`src/rtl/core/varma_pkg.sv`:
```
// ============================================================================
// varma_pkg - shared types and constants for the vector ARMA(2,2) filter
// Word layout, table geometry, fixed-point formats and command codes.
// ============================================================================
`default_nettype none

package varma_pkg;

    // Packed vector word layout
    localparam int LANE_BITS       = 16;
    localparam int MAX_DIM         = 4;
    localparam int VEC_BITS        = LANE_BITS * MAX_DIM;

    // Coefficient table: Phi0, Phi1, Theta0, Theta1
    localparam int NUM_MATRICES    = 4;
    localparam int MAT_PHI0        = 0;
    localparam int MAT_PHI1        = 1;
    localparam int MAT_THETA0      = 2;
    localparam int MAT_THETA1      = 3;
    localparam int TABLE_DEPTH     = NUM_MATRICES * MAX_DIM * MAX_DIM;
    localparam int INDEX_BITS      = $clog2(TABLE_DEPTH);
    localparam int COEF_FIELD_BITS = 18;

    // Coefficient fraction bits (Q2.15 at full width)
    localparam int FRAC_COEF       = 15;

    // Parameter defaults for the core
    localparam int DEF_DIM         = 4;
    localparam int DEF_SAMPLE_BITS = 16;
    localparam int DEF_COEF_BITS   = 18;

    // Warmup: outputs stay zero until this many samples of a sequence
    localparam int WARM_BITS       = 2;
    localparam int WARM_SAMPLES    = 2;

    typedef logic [VEC_BITS-1:0] vector_t;

    typedef enum logic {
        CMD_SAMPLE     = 1'b0,
        CMD_COEF_WRITE = 1'b1
    } command_t;

endpackage : varma_pkg

`default_nettype wire

```
`src/rtl/core/varma_stream_if.sv`:
```
// ============================================================================
// varma_stream_if - valid/ready channels of the vector ARMA(2,2) filter
// Input channel carries sample and coefficient words, result channel carries
// the filtered vector and its saturation flag.
// ============================================================================
`default_nettype none

interface varma_item_if;
    import varma_pkg::*;

    logic                               valid;
    logic                               ready;
    command_t                           command;
    logic                               start_req;
    logic        [INDEX_BITS-1:0]       coef_index;
    logic signed [COEF_FIELD_BITS-1:0]  coef_value;
    vector_t                            noise_vector;

    modport source (
        output valid, command, start_req, coef_index, coef_value, noise_vector,
        input  ready
    );

    modport sink (
        input  valid, command, start_req, coef_index, coef_value, noise_vector,
        output ready
    );
endinterface : varma_item_if

interface varma_result_if;
    import varma_pkg::*;

    logic    valid;
    logic    ready;
    vector_t process_vector;
    logic    overflow;

    modport source (
        output valid, process_vector, overflow,
        input  ready
    );

    modport sink (
        input  valid, process_vector, overflow,
        output ready
    );
endinterface : varma_result_if

`default_nettype wire

```
`src/rtl/core/varma_2_2_vector_filter_core.sv`:
```
// ============================================================================
// varma_2_2_vector_filter_core - vector ARMA(2,2) filter, one word per cycle unless stalled
// A sample word passes the input register, then the result register, on to the result channel.
// Throughput: 1 word per cycle while no sample waits on a full result register; the x feedback
//   loop (DIM*DIM*4 parallel multipliers and a row adder tree) is computed in one stage.
// Reset clears the coefficient table, the x/z history and the warmup count.
// ============================================================================
`default_nettype none

module varma_2_2_vector_filter_core #(
    parameter int DIM         = varma_pkg::DEF_DIM,
    parameter int SAMPLE_BITS = varma_pkg::DEF_SAMPLE_BITS,
    parameter int COEF_BITS   = varma_pkg::DEF_COEF_BITS
) (
    input  logic           clk,
    input  logic           rst_n,
    varma_item_if.sink     item,
    varma_result_if.source result
);
    import varma_pkg::*;

    localparam int PROD_BITS  = COEF_BITS + SAMPLE_BITS;
    localparam int ACC_BITS   = PROD_BITS + 5;
    localparam int TABLE_USED = NUM_MATRICES * DIM * DIM;

    localparam logic signed [ACC_BITS-1:0] ROUND_HALF =
        ACC_BITS'(1) <<< (FRAC_COEF - 1);
    localparam logic signed [ACC_BITS-1:0] SAT_MAX =
        (ACC_BITS'(1) <<< (SAMPLE_BITS - 1)) - ACC_BITS'(1);
    localparam logic signed [ACC_BITS-1:0] SAT_MIN =
        -(ACC_BITS'(1) <<< (SAMPLE_BITS - 1));

    typedef logic signed [SAMPLE_BITS-1:0] sample_t;
    typedef logic signed [COEF_BITS-1:0]   coef_t;

    // Input register
    logic                  s1_valid_reg;
    command_t              s1_cmd_reg;
    logic                  s1_start_reg;
    logic [INDEX_BITS-1:0] s1_index_reg;
    coef_t                 s1_coef_reg;
    sample_t               s1_noise_reg [DIM];

    // Filter state
    coef_t                 coef_reg [TABLE_DEPTH];
    sample_t               x1_reg [DIM];
    sample_t               x2_reg [DIM];
    sample_t               z1_reg [DIM];
    sample_t               z2_reg [DIM];
    logic [WARM_BITS-1:0]  warm_reg;
    logic [WARM_BITS-1:0]  warm_next;

    // Result register
    logic                  out_valid_reg;
    vector_t               out_vector_reg;
    logic                  out_ovf_reg;

    // Datapath
    logic                  s1_go;
    logic                  sample_go;
    logic                  coef_go;
    logic [WARM_BITS-1:0]  warm_eff;
    logic                  running;
    sample_t               x_lane [DIM];
    vector_t               x_vector;
    logic                  x_ovf;

    // ------------------------------------------------------------------------
    // Handshake: the input stage moves on unless a sample is blocked by a
    // full, unread result register. Coefficient words never wait.
    // ------------------------------------------------------------------------
    assign s1_go      = s1_valid_reg &&
                        ((s1_cmd_reg == CMD_COEF_WRITE) || !out_valid_reg || result.ready);
    assign sample_go  = s1_go && (s1_cmd_reg == CMD_SAMPLE);
    assign coef_go    = s1_go && (s1_cmd_reg == CMD_COEF_WRITE);
    assign item.ready = !s1_valid_reg || s1_go;

    assign result.valid          = out_valid_reg;
    assign result.process_vector = out_vector_reg;
    assign result.overflow       = out_ovf_reg;

    // Input register valid
    always_ff @(posedge clk or negedge rst_n)
    begin
        if (!rst_n)
        begin
            s1_valid_reg <= 1'b0;
        end
        else if (item.ready)
        begin
            s1_valid_reg <= item.valid;
        end
    end

    // Input register payload
    always_ff @(posedge clk)
    begin
        if (item.valid && item.ready)
        begin
            s1_cmd_reg   <= item.command;
            s1_start_reg <= item.start_req;
            s1_index_reg <= item.coef_index;
            s1_coef_reg  <= item.coef_value[COEF_BITS-1:0];
            for (int i = 0; i < DIM; i++)
            begin
                s1_noise_reg[i] <= item.noise_vector[i*LANE_BITS +: SAMPLE_BITS];
            end
        end
    end

    // ------------------------------------------------------------------------
    // Warmup: a start flag restarts the count; the first two samples of a
    // sequence give a zero result.
    // ------------------------------------------------------------------------
    always_comb
    begin
        warm_eff  = s1_start_reg ? '0 : warm_reg;
        running   = (warm_eff == WARM_BITS'(WARM_SAMPLES));
        warm_next = running ? warm_eff : warm_eff + WARM_BITS'(1);
    end

    // ------------------------------------------------------------------------
    // Row sums: x = Phi0*x1 + Phi1*x2 + z + Theta0*z1 + Theta1*z2, then
    // round half up, saturate (zero during warmup), and pack.
    // ------------------------------------------------------------------------
    always_comb
    begin
        logic signed [PROD_BITS-1:0] p_phi0;
        logic signed [PROD_BITS-1:0] p_phi1;
        logic signed [PROD_BITS-1:0] p_th0;
        logic signed [PROD_BITS-1:0] p_th1;
        logic signed [ACC_BITS-1:0]  col_sum;
        logic signed [ACC_BITS-1:0]  acc;
        logic signed [ACC_BITS-1:0]  rounded;

        x_ovf    = 1'b0;
        x_vector = '0;
        for (int r = 0; r < DIM; r++)
        begin
            acc = ACC_BITS'(s1_noise_reg[r]) <<< FRAC_COEF;
            for (int c = 0; c < DIM; c++)
            begin
                p_phi0 = PROD_BITS'(coef_reg[INDEX_BITS'(MAT_PHI0*DIM*DIM + r*DIM + c)])
                       * PROD_BITS'(x1_reg[c]);
                p_phi1 = PROD_BITS'(coef_reg[INDEX_BITS'(MAT_PHI1*DIM*DIM + r*DIM + c)])
                       * PROD_BITS'(x2_reg[c]);
                p_th0  = PROD_BITS'(coef_reg[INDEX_BITS'(MAT_THETA0*DIM*DIM + r*DIM + c)])
                       * PROD_BITS'(z1_reg[c]);
                p_th1  = PROD_BITS'(coef_reg[INDEX_BITS'(MAT_THETA1*DIM*DIM + r*DIM + c)])
                       * PROD_BITS'(z2_reg[c]);
                col_sum = (ACC_BITS'(p_phi0) + ACC_BITS'(p_phi1))
                        + (ACC_BITS'(p_th0) + ACC_BITS'(p_th1));
                acc = acc + col_sum;
            end
            rounded = (acc + ROUND_HALF) >>> FRAC_COEF;

            if (!running)
            begin
                x_lane[r] = '0;
            end
            else if (rounded > SAT_MAX)
            begin
                x_lane[r] = SAT_MAX[SAMPLE_BITS-1:0];
                x_ovf     = 1'b1;
            end
            else if (rounded < SAT_MIN)
            begin
                x_lane[r] = SAT_MIN[SAMPLE_BITS-1:0];
                x_ovf     = 1'b1;
            end
            else
            begin
                x_lane[r] = rounded[SAMPLE_BITS-1:0];
            end
            x_vector[r*LANE_BITS +: LANE_BITS] = LANE_BITS'(x_lane[r]);
        end
    end

    // Coefficient table; writes past the used matrices are dropped
    always_ff @(posedge clk or negedge rst_n)
    begin
        if (!rst_n)
        begin
            for (int i = 0; i < TABLE_DEPTH; i++)
            begin
                coef_reg[i] <= '0;
            end
        end
        else if (coef_go && (int'(s1_index_reg) < TABLE_USED))
        begin
            coef_reg[s1_index_reg] <= s1_coef_reg;
        end
    end

    // History shift; a start flag clears the older entries
    always_ff @(posedge clk or negedge rst_n)
    begin
        if (!rst_n)
        begin
            warm_reg <= '0;
            for (int i = 0; i < DIM; i++)
            begin
                x1_reg[i] <= '0;
                x2_reg[i] <= '0;
                z1_reg[i] <= '0;
                z2_reg[i] <= '0;
            end
        end
        else if (sample_go)
        begin
            warm_reg <= warm_next;
            for (int i = 0; i < DIM; i++)
            begin
                x1_reg[i] <= x_lane[i];
                x2_reg[i] <= s1_start_reg ? '0 : x1_reg[i];
                z1_reg[i] <= s1_noise_reg[i];
                z2_reg[i] <= s1_start_reg ? '0 : z1_reg[i];
            end
        end
    end

    // Result register valid
    always_ff @(posedge clk or negedge rst_n)
    begin
        if (!rst_n)
        begin
            out_valid_reg <= 1'b0;
        end
        else if (sample_go)
        begin
            out_valid_reg <= 1'b1;
        end
        else if (result.ready)
        begin
            out_valid_reg <= 1'b0;
        end
    end

    // Result register payload
    always_ff @(posedge clk)
    begin
        if (sample_go)
        begin
            out_vector_reg <= x_vector;
            out_ovf_reg    <= x_ovf;
        end
    end

endmodule : varma_2_2_vector_filter_core

`default_nettype wire

```
`src/flat_wrapper.sv`:
```
// flat-port wrapper written by rule: the top's interface ports become plain ports
module varma_2_2_vector_filter_core_flat import varma_pkg::*;
#(
    parameter int DIM         = varma_pkg::DEF_DIM,
    parameter int SAMPLE_BITS = varma_pkg::DEF_SAMPLE_BITS,
    parameter int COEF_BITS   = varma_pkg::DEF_COEF_BITS
)
  (clk, rst_n, item_valid, item_command, item_start_req, item_coef_index, item_coef_value, item_noise_vector, item_ready, result_valid, result_process_vector, result_overflow, result_ready);
  varma_item_if item_i ();
  varma_result_if result_i ();
  input  logic clk;
  input  logic rst_n;
  input wire logic [$bits(item_i.valid)-1:0] item_valid;
  input wire logic [$bits(item_i.command)-1:0] item_command;
  input wire logic [$bits(item_i.start_req)-1:0] item_start_req;
  input wire logic [$bits(item_i.coef_index)-1:0] item_coef_index;
  input wire logic [$bits(item_i.coef_value)-1:0] item_coef_value;
  input wire logic [$bits(item_i.noise_vector)-1:0] item_noise_vector;
  output wire logic [$bits(item_i.ready)-1:0] item_ready;
  output wire logic [$bits(result_i.valid)-1:0] result_valid;
  output wire logic [$bits(result_i.process_vector)-1:0] result_process_vector;
  output wire logic [$bits(result_i.overflow)-1:0] result_overflow;
  input wire logic [$bits(result_i.ready)-1:0] result_ready;
  assign item_i.valid = item_valid;
  assign item_i.command = item_command;
  assign item_i.start_req = item_start_req;
  assign item_i.coef_index = item_coef_index;
  assign item_i.coef_value = item_coef_value;
  assign item_i.noise_vector = item_noise_vector;
  assign item_ready = item_i.ready;
  assign result_valid = result_i.valid;
  assign result_process_vector = result_i.process_vector;
  assign result_overflow = result_i.overflow;
  assign result_i.ready = result_ready;
  varma_2_2_vector_filter_core #(.DIM(DIM), .SAMPLE_BITS(SAMPLE_BITS), .COEF_BITS(COEF_BITS)) u_core (.clk(clk), .rst_n(rst_n), .item(item_i), .result(result_i));
endmodule
```
`config.mk`:
```
export PLATFORM = sky130hd
export DESIGN_NAME = varma_2_2_vector_filter_core_flat
export DESIGN_NICKNAME = d
export VERILOG_FILES = /design/src/rtl/core/varma_pkg.sv /design/src/rtl/core/varma_stream_if.sv /design/src/rtl/core/varma_2_2_vector_filter_core.sv /design/src/flat_wrapper.sv
export SDC_FILE = /design/constraint.sdc
export NUM_CORES = 1
export LEC_CHECK = 0
export BUFFER_PORTS_ARGS = -buffer_cell sky130_fd_sc_hd__buf_4
export CAP_MARGIN = 20
export CORE_AREA = 2 2 63 65
export CTS_CLUSTER_SIZE = 20
export DETAILED_ROUTE_END_ITERATION = 7
export DIE_AREA = 0 0 65 67
export GPL_ROUTABILITY_DRIVEN = 0
export PLACE_DENSITY = 0.75
export SLEW_MARGIN = 20
export SYNTH_ARGS = -nofsm -noshare
export SYNTH_HDL_FRONTEND = slang
export SYNTH_SLANG_ARGS = --single-unit
```
`constraint.sdc`:
```
create_clock -name clk -period 1.12 [get_ports clk]
set_input_delay 0.112 -clock clk [delete_from_list [all_inputs] [get_ports clk]]
set_output_delay 0.112 -clock clk [all_outputs]
set_load 0.03 [all_outputs]
```
==> qor.csv, run 1 <==
stage,metric,value,unit
run_status,status,"finished, violations left",
run_status,violations,setup timing,
drt,avgViaCountPerCell,2.25,
placement,detailed_place.area,473,um2
yosys,post_syn_area_per_cell,8.08,um2
setup_path,crit_arrival,1.07,ns
drt,routed-via-count,311,
power_and_ir_drop,pwr-share-clk,39.7,%
power_and_ir_drop,power.ir.vdd_worst,0.931,mV
power_and_ir_drop,power_density,1400,nW/um2
clocking,tritoncts,yes,
cells_and_area,area_growth_synth_to_finish,-8.15,%
setup_path,worst_setup_path_end_kind,output pin,
power_and_ir_drop,combPwrFrac,44.2,%
drt,per_cell_routed_wire_length,4.59,um
cells_and_area,postLayoutCellArea,564,um2
setup_path,cp_cell_sequence,"and4bb_1, inv_2, buf_6",
clocking,cts.clk_slew.worst_paths,0.03,ns
floorplanning,row_count,22,
floorplanning,design.die.area,4360,um2
sta,timing.final.hold_violations,0,
yosys,synthDistinctLibCells,9,
sta,report.final.setup_viol,2,
setup_path,worst-endpoint-required,1.01,ns
setup_path,timing.reg2reg.worst_path_depth,3,
min_path,hold_path.class,in2reg,
power_and_ir_drop,swShare,49.1,%
setup_path,r2r_slack,-0.03,ns
sta,postLayoutSetupSlackWorst,-0.0664,ns
min_path,worstHoldPathCells,1,
sta,final_min_period_over_clock_period,106,%
clocking,cts_htree_levels,1,
global_routing,grt_max_degree,4,
drt,detailedRoute.firstPassIterationCount,1,
clocking,cts_inserted_buffers,3,
global_routing,grt_pass1_wl,690,um
power_and_ir_drop,seq_power_share,16.1,%
sta,maxSlewViolCount,0,
cells_and_area,fraction_of_final_layout_cells_with_drive_strength_greater_than_1,17.8,%
power_and_ir_drop,p_int,0.402,mW
sta,setup-tns-final,-0.0987,ns
sta,clock_skew,0.00131,ns
floorplanning,floorplan.io_pins,161,
cells_and_area,layout.cells.most_common,sky130_fd_sc_hd__conb_1,
cells_and_area,numnets_final,185,
power_and_ir_drop,leakage,0.345,nW
floorplanning,core_region_area,3610,um2
yosys,synth_area,614,um2
setup_path,critical-path-max-stage-delay,0.37,ns
global_routing,number_of_antenna_violations_at_the_first_check_in_global_routing,0,
setup_path,timing.critical_path.fanout_max,2,
drt,drt-total-wl,634,um
yosys,syn-instance-count,76,
yosys,share_of_synthesized_area_occupied_by_flip_flops_and_latches,13.0,%
drt,drc,0,
floorplanning,floorplan.die.height,67,um
cells_and_area,ant_diodes,0,
drt,detail_route.iter0.violations,0,
global_routing,globalRoute.totalOverflow,0,
sta,rsz0062_at_grt,true,
setup_path,crit_type,reg2out,
yosys,yosys_warnings,0,
sta,finalCriticalPeriod,1.19,ns
cells_and_area,mostFrequentLayoutCells,"sky130_fd_sc_hd__conb_1 (65), sky130_fd_sc_hd__buf_4 (9), sky130_fd_sc_hd__clkbuf_8 (3)",
clocking,numClockSinks,3,
global_routing,first_global_vias,180,
clocking,clock_path_buffers,2,
setup_path,worst_path_max_delay_cell,sky130_fd_sc_hd__edfxtp_1,
placement,numPortBuffers,6,
sta,fmax,843,MHz
floorplanning,dieWidth,65,um
clocking,clock_latency_of_the_later_clocked_register_in_the_worst_skew_pair,0.22,ns
power_and_ir_drop,net-switching-power,0.388,mW
flow_run,drv.max_cap_violation_count,0,
global_routing,globalRouteTotalUtil,2.42,%
setup_path,timing.critical_path.from_type,register,
placement,place_hpwl,483,um
clocking,cts_root_buf,sky130_fd_sc_hd__clkbuf_8,
yosys,yosys_register_bits,3,
drt,final_antenna_net_count,0,
floorplanning,starting_utilization_of_the_core_area,17.0,%
## final timing paths
path | start | endpoint
setup / recovery | u_core.s1_cmd_reg | item_ready
hold / removal | item_command | u_core.s1_cmd_reg
setup reg to reg | u_core.result.valid | u_core.s1_cmd_reg
hold reg to reg | u_core.s1_cmd_reg | u_core.result.valid
max in group asynchronous | rst_n | u_core.result.valid
min in group asynchronous | rst_n | u_core.result.valid
## power groups by stage
stage	Clock [mW]	Combinational, mW	Sequential (mW)
floorplan	0	0.471	0.136
global placement	0	0.323	0.129
detailed placement	0	0.323	0.130
CTS	0.325	0.332	0.128
global route	0.334	0.367	0.128
finish	0.313	0.349	0.128
## worst max-delay path: cells and delay by family (launching register included)
kind	cells	cell delay, ns
flip-flops	1	0.37
AND/OR/NAND/NOR	1	0.31
buffers and inverters	2	0.18
## logic make-up after synthesis
family,after synthesis,share of synthesized area (%)
buffers and inverters,68,81.3
other,1,0.610
and+or+nand+nor,3,4.07
DFF,3,13.0
AOI/OAI and AO/OA,1,1.02
## cell usage after synthesis
cell type,number,area share (%)
sky130_fd_sc_hd__inv_1,3,1.8
sky130_fd_sc_hd__o22ai_1,1,1.0
sky130_fd_sc_hd__nor2b_1,1,1.0
sky130_fd_sc_hd__buf_4,65,79
sky130_fd_sc_hd__dfrtp_1,2,8.1
sky130_fd_sc_hd__conb_1,1,0.61
sky130_fd_sc_hd__and4bb_1,1,2.0
sky130_fd_sc_hd__edfxtp_1,1,4.9
sky130_fd_sc_hd__or2_1,1,1.0
## layout make-up
type | instances | area [um2]
fillers | 420 | 3040
multi-input cells | 69 | 278
repair buffers | 11 | 88.8
flip-flops and latches | 3 | 81.3
well taps | 48 | 60.1
clock buffers | 4 | 45.0
inverters | 3 | 11.3
## metal layers
layer / vias up / share of wire, % / track usage [%]
li1: 126 / - / -
met1: 123 / 22 / 1.71
met2: 58 / 46 / 3.87
met3: 4 / 27 / 0.507
met4: 0 / 5.4 / 4.79
met5: - / 0 / 0
## through the flow
| step | total power, mW | cells | hold WS (ns) | worst slack [ns] | utilization, % |
|---|---|---|---|---|---|
| finish | 0.790 | 138 | 0.0718 | -0.0664 | 15.6 |
| global route | 0.830 | 138 | 0.0715 | -0.118 | 15.6 |
| CTS | 0.785 | 136 | 0.0681 | -0.0803 | 15.2 |
| detailed placement | 0.453 | 129 | -0.104 | 0.0800 | 13.1 |
| global placement | 0.452 | 129 | -0.105 | 0.102 | 13.1 |
| floorplan | 0.607 | 140 | -0.184 | 0.0251 | - |
## timing repair
| item | CTS | global route |
|---|---|---|
| pin swaps | 1 | 1 |
| hold buffers | 1 | 0 |
| endpoints found under the hold margin | 2 | 0 |
| buffers inserted | 2 | 2 |
| endpoints found under the setup margin | 1 | 3 |
| resized for setup | 1 | 2 |
Power figures use the tool's default switching activity.
==> run 2, diff against run 1 <==
--- a/config.mk
+++ b/config.mk
@@ -7,12 +7,12 @@
 export LEC_CHECK = 0
 export BUFFER_PORTS_ARGS = -buffer_cell sky130_fd_sc_hd__buf_4
 export CAP_MARGIN = 20
-export CORE_AREA = 2 2 63 65
+export CORE_AREA = 2 2 62 64
 export CTS_CLUSTER_SIZE = 20
 export DETAILED_ROUTE_END_ITERATION = 7
-export DIE_AREA = 0 0 65 67
+export DIE_AREA = 0 0 64 66
 export GPL_ROUTABILITY_DRIVEN = 0
-export PLACE_DENSITY = 0.75
+export PLACE_DENSITY = 0.8
 export SLEW_MARGIN = 20
 export SYNTH_ARGS = -nofsm -noshare
 export SYNTH_HDL_FRONTEND = slang
==> constraint.sdc (replaced) <==
create_clock -name clk -period 0.95 [get_ports clk]
set_input_delay 0.095 -clock clk [delete_from_list [all_inputs] [get_ports clk]]
set_output_delay 0.095 -clock clk [all_outputs]
set_load 0.03 [all_outputs]
==> qor.csv, run 2 (synthesis gave the netlist of run 1 again) <==
stage,metric,value,unit
setup_path,timing.critical_path.fanout_max,2,
power_and_ir_drop,power.ir.vdd_worst,0.437,mV
cells_and_area,area_growth_synth_to_finish,-11.2,%
sta,timing.final.hold_violations,0,
sta,report.final.setup_viol,4,
min_path,hold_path.class,in2reg,
clocking,clock_latency_of_the_later_clocked_register_in_the_worst_skew_pair,0.24,ns
sta,maxSlewViolCount,0,
placement,detailed_place.area,480,um2
drt,per_cell_routed_wire_length,4.53,um
drt,detailedRoute.firstPassIterationCount,1,
flow_run,drv.max_cap_violation_count,0,
floorplanning,dieWidth,64,um
sta,rsz0062_at_grt,true,
global_routing,globalRoute.totalOverflow,0,
sta,final_min_period_over_clock_period,129,%
clocking,cts_htree_levels,1,
clocking,cts.clk_slew.worst_paths,0.04,ns
clocking,clock_path_buffers,2,
floorplanning,row_count,22,
setup_path,critical_path.n_buffers_inverters,2,
sta,postLayoutSetupSlackWorst,-0.271,ns
sta,finalCriticalPeriod,1.22,ns
global_routing,number_of_antenna_violations_at_the_first_check_in_global_routing,0,
floorplanning,floorplan.die.height,66,um
cells_and_area,ant_diodes,0,
setup_path,critical-path-max-stage-delay,0.38,ns
setup_path,cp_cell_sequence,"and4bb_1, inv_1, buf_6",
setup_path,worst_path_dominant_cell_family,flip-flops,
floorplanning,floorplan.io_pins,161,
drt,avgViaCountPerCell,2.21,
drt,detail_route.iter0.violations,0,
placement,numPortBuffers,6,
drt,drc,0,
clocking,cts_root_buf,sky130_fd_sc_hd__clkbuf_4,
cells_and_area,layout.cells.most_common,sky130_fd_sc_hd__conb_1,
setup_path,worst_setup_path_end_kind,output pin,
cells_and_area,postLayoutCellArea,546,um2
cells_and_area,fillerInstances,417,
cells_and_area,fraction_of_final_layout_cells_with_drive_strength_greater_than_1,15.7,%
power_and_ir_drop,power_density,1460,nW/um2
clocking,numClockSinks,3,
setup_path,worst-endpoint-required,0.85,ns
cells_and_area,mostFrequentLayoutCells,"sky130_fd_sc_hd__conb_1 (65), sky130_fd_sc_hd__buf_4 (6), sky130_fd_sc_hd__inv_1 (3), sky130_fd_sc_hd__clkbuf_4 (3), sky130_fd_sc_hd__buf_6 (3)",
global_routing,globalRouteTotalUtil,2.31,%
power_and_ir_drop,leakage,0.335,nW
setup_path,worst_path_max_delay_cell,sky130_fd_sc_hd__edfxtp_1,
cells_and_area,fin_cells,137,
drt,final_antenna_net_count,0,
run_status,status,"finished, violations left",
cells_and_area,numnets_final,184,
run_status,violations,setup timing,
setup_path,timing.critical_path.from_type,register,
clocking,cts_inserted_buffers,3,
global_routing,first_global_vias,170,
floorplanning,design.die.area,4220,um2
drt,drt-total-wl,620,um
power_and_ir_drop,fin_total_pwr,0.795,mW
drt,routed-via-count,303,
global_routing,grt_pass1_wl,641,um
setup_path,crit_arrival,1.13,ns
setup_path,crit_type,reg2out,
floorplanning,starting_utilization_of_the_core_area,17.3,%
sta,fmax,819,MHz
placement,placedCellCount,130,
global_routing,grt_max_degree,3,
clocking,tritoncts,yes,
sta,clock_skew,0.000723,ns
floorplanning,core_region_area,3550,um2
[run 2: routing by layer]
metal  global-route usage, %  vias to the layer above  wire, um
met5                       0                        -         0
met4                    4.08                        0        25
met3                    1.19                        2       176
met2                    4.04                       55       301
met1                    1.12                      121       116
li1                        -                      125         -
[run 2: report_power, final]
group	total (mW)	internal (mW)	leakage, nW	switching [mW]
combinational	0.413	0.0441	0.288	0.368
sequential	0.151	0.146	0.0321	0.00518
clock	0.232	0.158	0.0150	0.0740
total	0.795	0.348	0.335	0.448
[run 2: final cells by class]
type / count / area, um2 / area share [%]
repair buffers: 10 / 88.8 / 16.3
multi-input cells: 69 / 278 / 50.9
inverters: 3 / 11.3 / 2.06
flip-flops and latches: 3 / 81.3 / 14.9
well taps: 48 / 60.1 / 11.0
clock buffers: 4 / 26.3 / 4.82
[run 2: worst paths after layout]
check | from | endpoint | slack [ns] | cells after the start
setup / recovery | u_core.s1_cmd_reg | item_ready | -0.27 | 3
hold / removal | item_command | u_core.s1_cmd_reg | 0.03 | 1
setup reg to reg | u_core.result.valid | u_core.s1_cmd_reg | -0.19 | 3
hold reg to reg | u_core.s1_valid_reg | u_core.result.valid | 0.53 | 2
max in group asynchronous | rst_n | u_core.result.valid | 0.68 | 2
min in group asynchronous | rst_n | u_core.s1_valid_reg | 0.17 | 2
[run 2: worst reg2reg max path, delay by kind of cell, from the launching register on]
kind | cells | cell delay, ns
flops | 1 | 0.39
simple gates | 2 | 0.32
buf+inv | 1 | 0.15
[run 2: repair_timing]
| action | CTS | global route |
|---|---|---|
| endpoints found under the hold margin | 2 | 0 |
| resized for setup | 3 | 1 |
| setup endpoints to repair | 3 | 4 |
| pin swaps | 1 | 1 |
| buffers inserted | 2 | 0 |
| hold buffers | 1 | 0 |
| gates cloned | 0 | 0 |
[run 2: metrics by stage]
step	worst slack (ns)	hold WS (ns)	TNS, ns	utilization, %
5_1_grt	-0.315	0.0152	-0.702	15.4
6_report	-0.271	0.0320	-0.591	15.4
2_1_floorplan	-0.145	-0.201	-0.231	-
4_1_cts	-0.277	0.0273	-0.611	15.3
3_5_place_dp	-0.0745	-0.120	-0.122	13.5
3_3_place_gp	-0.0625	-0.122	-0.0723	13.5
==> run 3, diff against run 2 <==
--- a/config.mk
+++ b/config.mk
@@ -12,7 +12,7 @@
 export DETAILED_ROUTE_END_ITERATION = 7
 export DIE_AREA = 0 0 64 66
 export GPL_ROUTABILITY_DRIVEN = 0
-export PLACE_DENSITY = 0.8
+export PLACE_DENSITY = 0.77
 export SLEW_MARGIN = 20
 export SYNTH_ARGS = -nofsm -noshare
 export SYNTH_HDL_FRONTEND = slang
==> constraint.sdc (replaced) <==
create_clock -name clk -period 1.5 [get_ports clk]
set_input_delay 0.15 -clock clk [delete_from_list [all_inputs] [get_ports clk]]
set_output_delay 0.15 -clock clk [all_outputs]
set_load 0.03 [all_outputs]
==> qor.csv, run 3 (synthesis gave the netlist of run 1 again) <==
stage,metric,value,unit
power_and_ir_drop,swShare,56.9,%
setup_path,worst-endpoint-required,1.35,ns
floorplanning,starting_utilization_of_the_core_area,17.3,%
global_routing,globalRoute.totalOverflow,0,
cells_and_area,numnets_final,181,
clocking,clock_path_buffers,2,
global_routing,grt_max_degree,4,
drt,drc,0,
placement,detailed_place.area,472,um2
drt,final_antenna_net_count,0,
min_path,hold_path.class,in2reg,
power_and_ir_drop,fin_total_pwr,0.485,mW
cells_and_area,mostFrequentLayoutCells,"sky130_fd_sc_hd__conb_1 (65), sky130_fd_sc_hd__buf_4 (6), sky130_fd_sc_hd__inv_1 (3), sky130_fd_sc_hd__clkbuf_4 (3), sky130_fd_sc_hd__dfrtp_1 (2)",
clocking,clock_latency_of_the_later_clocked_register_in_the_worst_skew_pair,0.23,ns
floorplanning,floorplan.die.height,66,um
setup_path,worst_path_max_delay_cell,sky130_fd_sc_hd__edfxtp_1,
sta,fin_worst_hold_slack,0.0942,ns
drt,routed-via-count,289,
floorplanning,core_region_area,3550,um2
sta,clock_skew,0.000719,ns
cells_and_area,area_growth_synth_to_finish,-17.3,%
sta,timing.final.hold_violations,0,
power_and_ir_drop,leakage,0.316,nW
floorplanning,floorplan.io_pins,161,
cells_and_area,ant_diodes,0,
clocking,cts_htree_levels,1,
setup_path,crit_type,reg2out,
power_and_ir_drop,net-switching-power,0.276,mW
global_routing,globalRouteTotalUtil,2.27,%
setup_path,critical-path-max-stage-delay,0.38,ns
setup_path,crit_arrival,1.14,ns
sta,maxSlewViolCount,0,
power_and_ir_drop,seq_power_share,19.7,%
run_status,status,finished clean,
sta,final_min_period_over_clock_period,86.0,%
power_and_ir_drop,power_density,955,nW/um2
sta,report.final.setup_viol,0,
cells_and_area,postLayoutCellArea,508,um2
drt,per_cell_routed_wire_length,4.32,um
sta,setup-tns-final,0,ns
clocking,numClockSinks,3,
global_routing,number_of_antenna_violations_at_the_first_check_in_global_routing,0,
placement,placedCellCount,129,
cells_and_area,fraction_of_final_layout_cells_with_drive_strength_greater_than_1,10.5,%
power_and_ir_drop,pwr-share-clk,29.3,%
global_routing,first_global_vias,172,
power_and_ir_drop,p_int,0.209,mW
setup_path,critical_path.n_buffers_inverters,2,
drt,avgViaCountPerCell,2.16,
setup_path,worst_setup_path_end_kind,output pin,
drt,drt-total-wl,579,um
setup_path,timing.critical_path.fanout_max,3,
power_and_ir_drop,combPwrFrac,51.0,%
cells_and_area,fillerInstances,415,
setup_path,timing.critical_path.from_type,register,
drt,detailedRoute.firstPassIterationCount,2,
placement,place_hpwl,503,um
floorplanning,dieWidth,64,um
setup_path,cp_cell_sequence,"and4bb_1, inv_1, buf_4",
floorplanning,design.die.area,4220,um2
cells_and_area,layout.cells.most_common,sky130_fd_sc_hd__conb_1,
clocking,post_cts_setup_buffer_count,0,
sta,finalCriticalPeriod,1.29,ns
placement,numPortBuffers,6,
cells_and_area,final_core_utilization,14.3,%
cells_and_area,fin_cells,134,
drt,detail_route.iter0.violations,1,
clocking,cts_inserted_buffers,3,
clocking,cts_root_buf,sky130_fd_sc_hd__clkbuf_4,
sta,fmax,775,MHz
sta,rsz0062_at_grt,false,
clocking,cts.clk_slew.worst_paths,0.04,ns
sta,postLayoutSetupSlackWorst,0.209,ns
global_routing,grt_pass1_wl,627,um
flow_run,drv.max_cap_violation_count,0,
placement,dpl_worst_slack,0.451,ns
setup_path,worst_path_dominant_cell_family,flip-flops,
power_and_ir_drop,power.ir.vdd_worst,0.282,mV
floorplanning,row_count,22,
clocking,tritoncts,yes,
-- run 3: cell count changes in the layout (fill, tap and decap cells not counted) --
cell,before,now
sky130_fd_sc_hd__dfrtp_1,1,2
sky130_fd_sc_hd__nor2b_1,0,1
sky130_fd_sc_hd__buf_6,3,0
sky130_fd_sc_hd__nor2b_2,1,0
sky130_fd_sc_hd__dfrtp_2,1,0
-- run 3: cell type report --
type                    instances  area, um2  area share (%)
multi-input cells              69        275            54.2
repair buffers                  7       55.1            10.8
well taps                      48       60.1            11.8
inverters                       3       11.3            2.22
flip-flops and latches          3       80.1            15.8
clock buffers                   4       26.3            5.17
-- run 3: per-layer routing --
| metal | vias to the layer above | wire [um] | track usage [%] |
|---|---|---|---|
| met5 | - | 0 | 0 |
| met4 | 0 | 16 | 4.89 |
| met3 | 2 | 173 | 0.681 |
| met2 | 52 | 290 | 4.04 |
| met1 | 117 | 98 | 1.02 |
| li1 | 118 | - | - |
-- run 3: power by group through the flow --
stage	combinational [mW]	clock, mW	sequential (mW)
3_5_place_dp	0.242	0	0.0966
2_1_floorplan	0.351	0	0.101
4_1_cts	0.244	0.152	0.0955
6_report	0.248	0.142	0.0955
5_1_grt	0.259	0.160	0.0965
3_3_place_gp	0.241	0	0.0959
-- run 3: repair_timing --
action                                 4_1_cts  5_1_grt
gates resized for setup                      0        0
endpoints found under the hold margin        2        0
hold buffers                                 1        0
-- run 3: path summary, 6_finish.rpt --
check,slack (ns),cells past startpoint,endpoint,start
min in group asynchronous,0.25,2,u_core.s1_valid_reg,rst_n
max in group asynchronous,1.17,2,u_core.result.valid,rst_n
max reg2reg,0.46,2,u_core.s1_cmd_reg,u_core.result.valid
min reg2reg,0.46,1,u_core.result.valid,u_core.s1_cmd_reg
min,0.09,1,u_core.s1_cmd_reg,item_command
max,0.21,3,item_ready,u_core.s1_cmd_reg
-- run 3: worst reg2reg max path, cell delays in order, from the launching register on --
cell,delay (ns)
sky130_fd_sc_hd__dfrtp_1,0.38
sky130_fd_sc_hd__and4bb_1,0.23
sky130_fd_sc_hd__nor2b_1,0.14
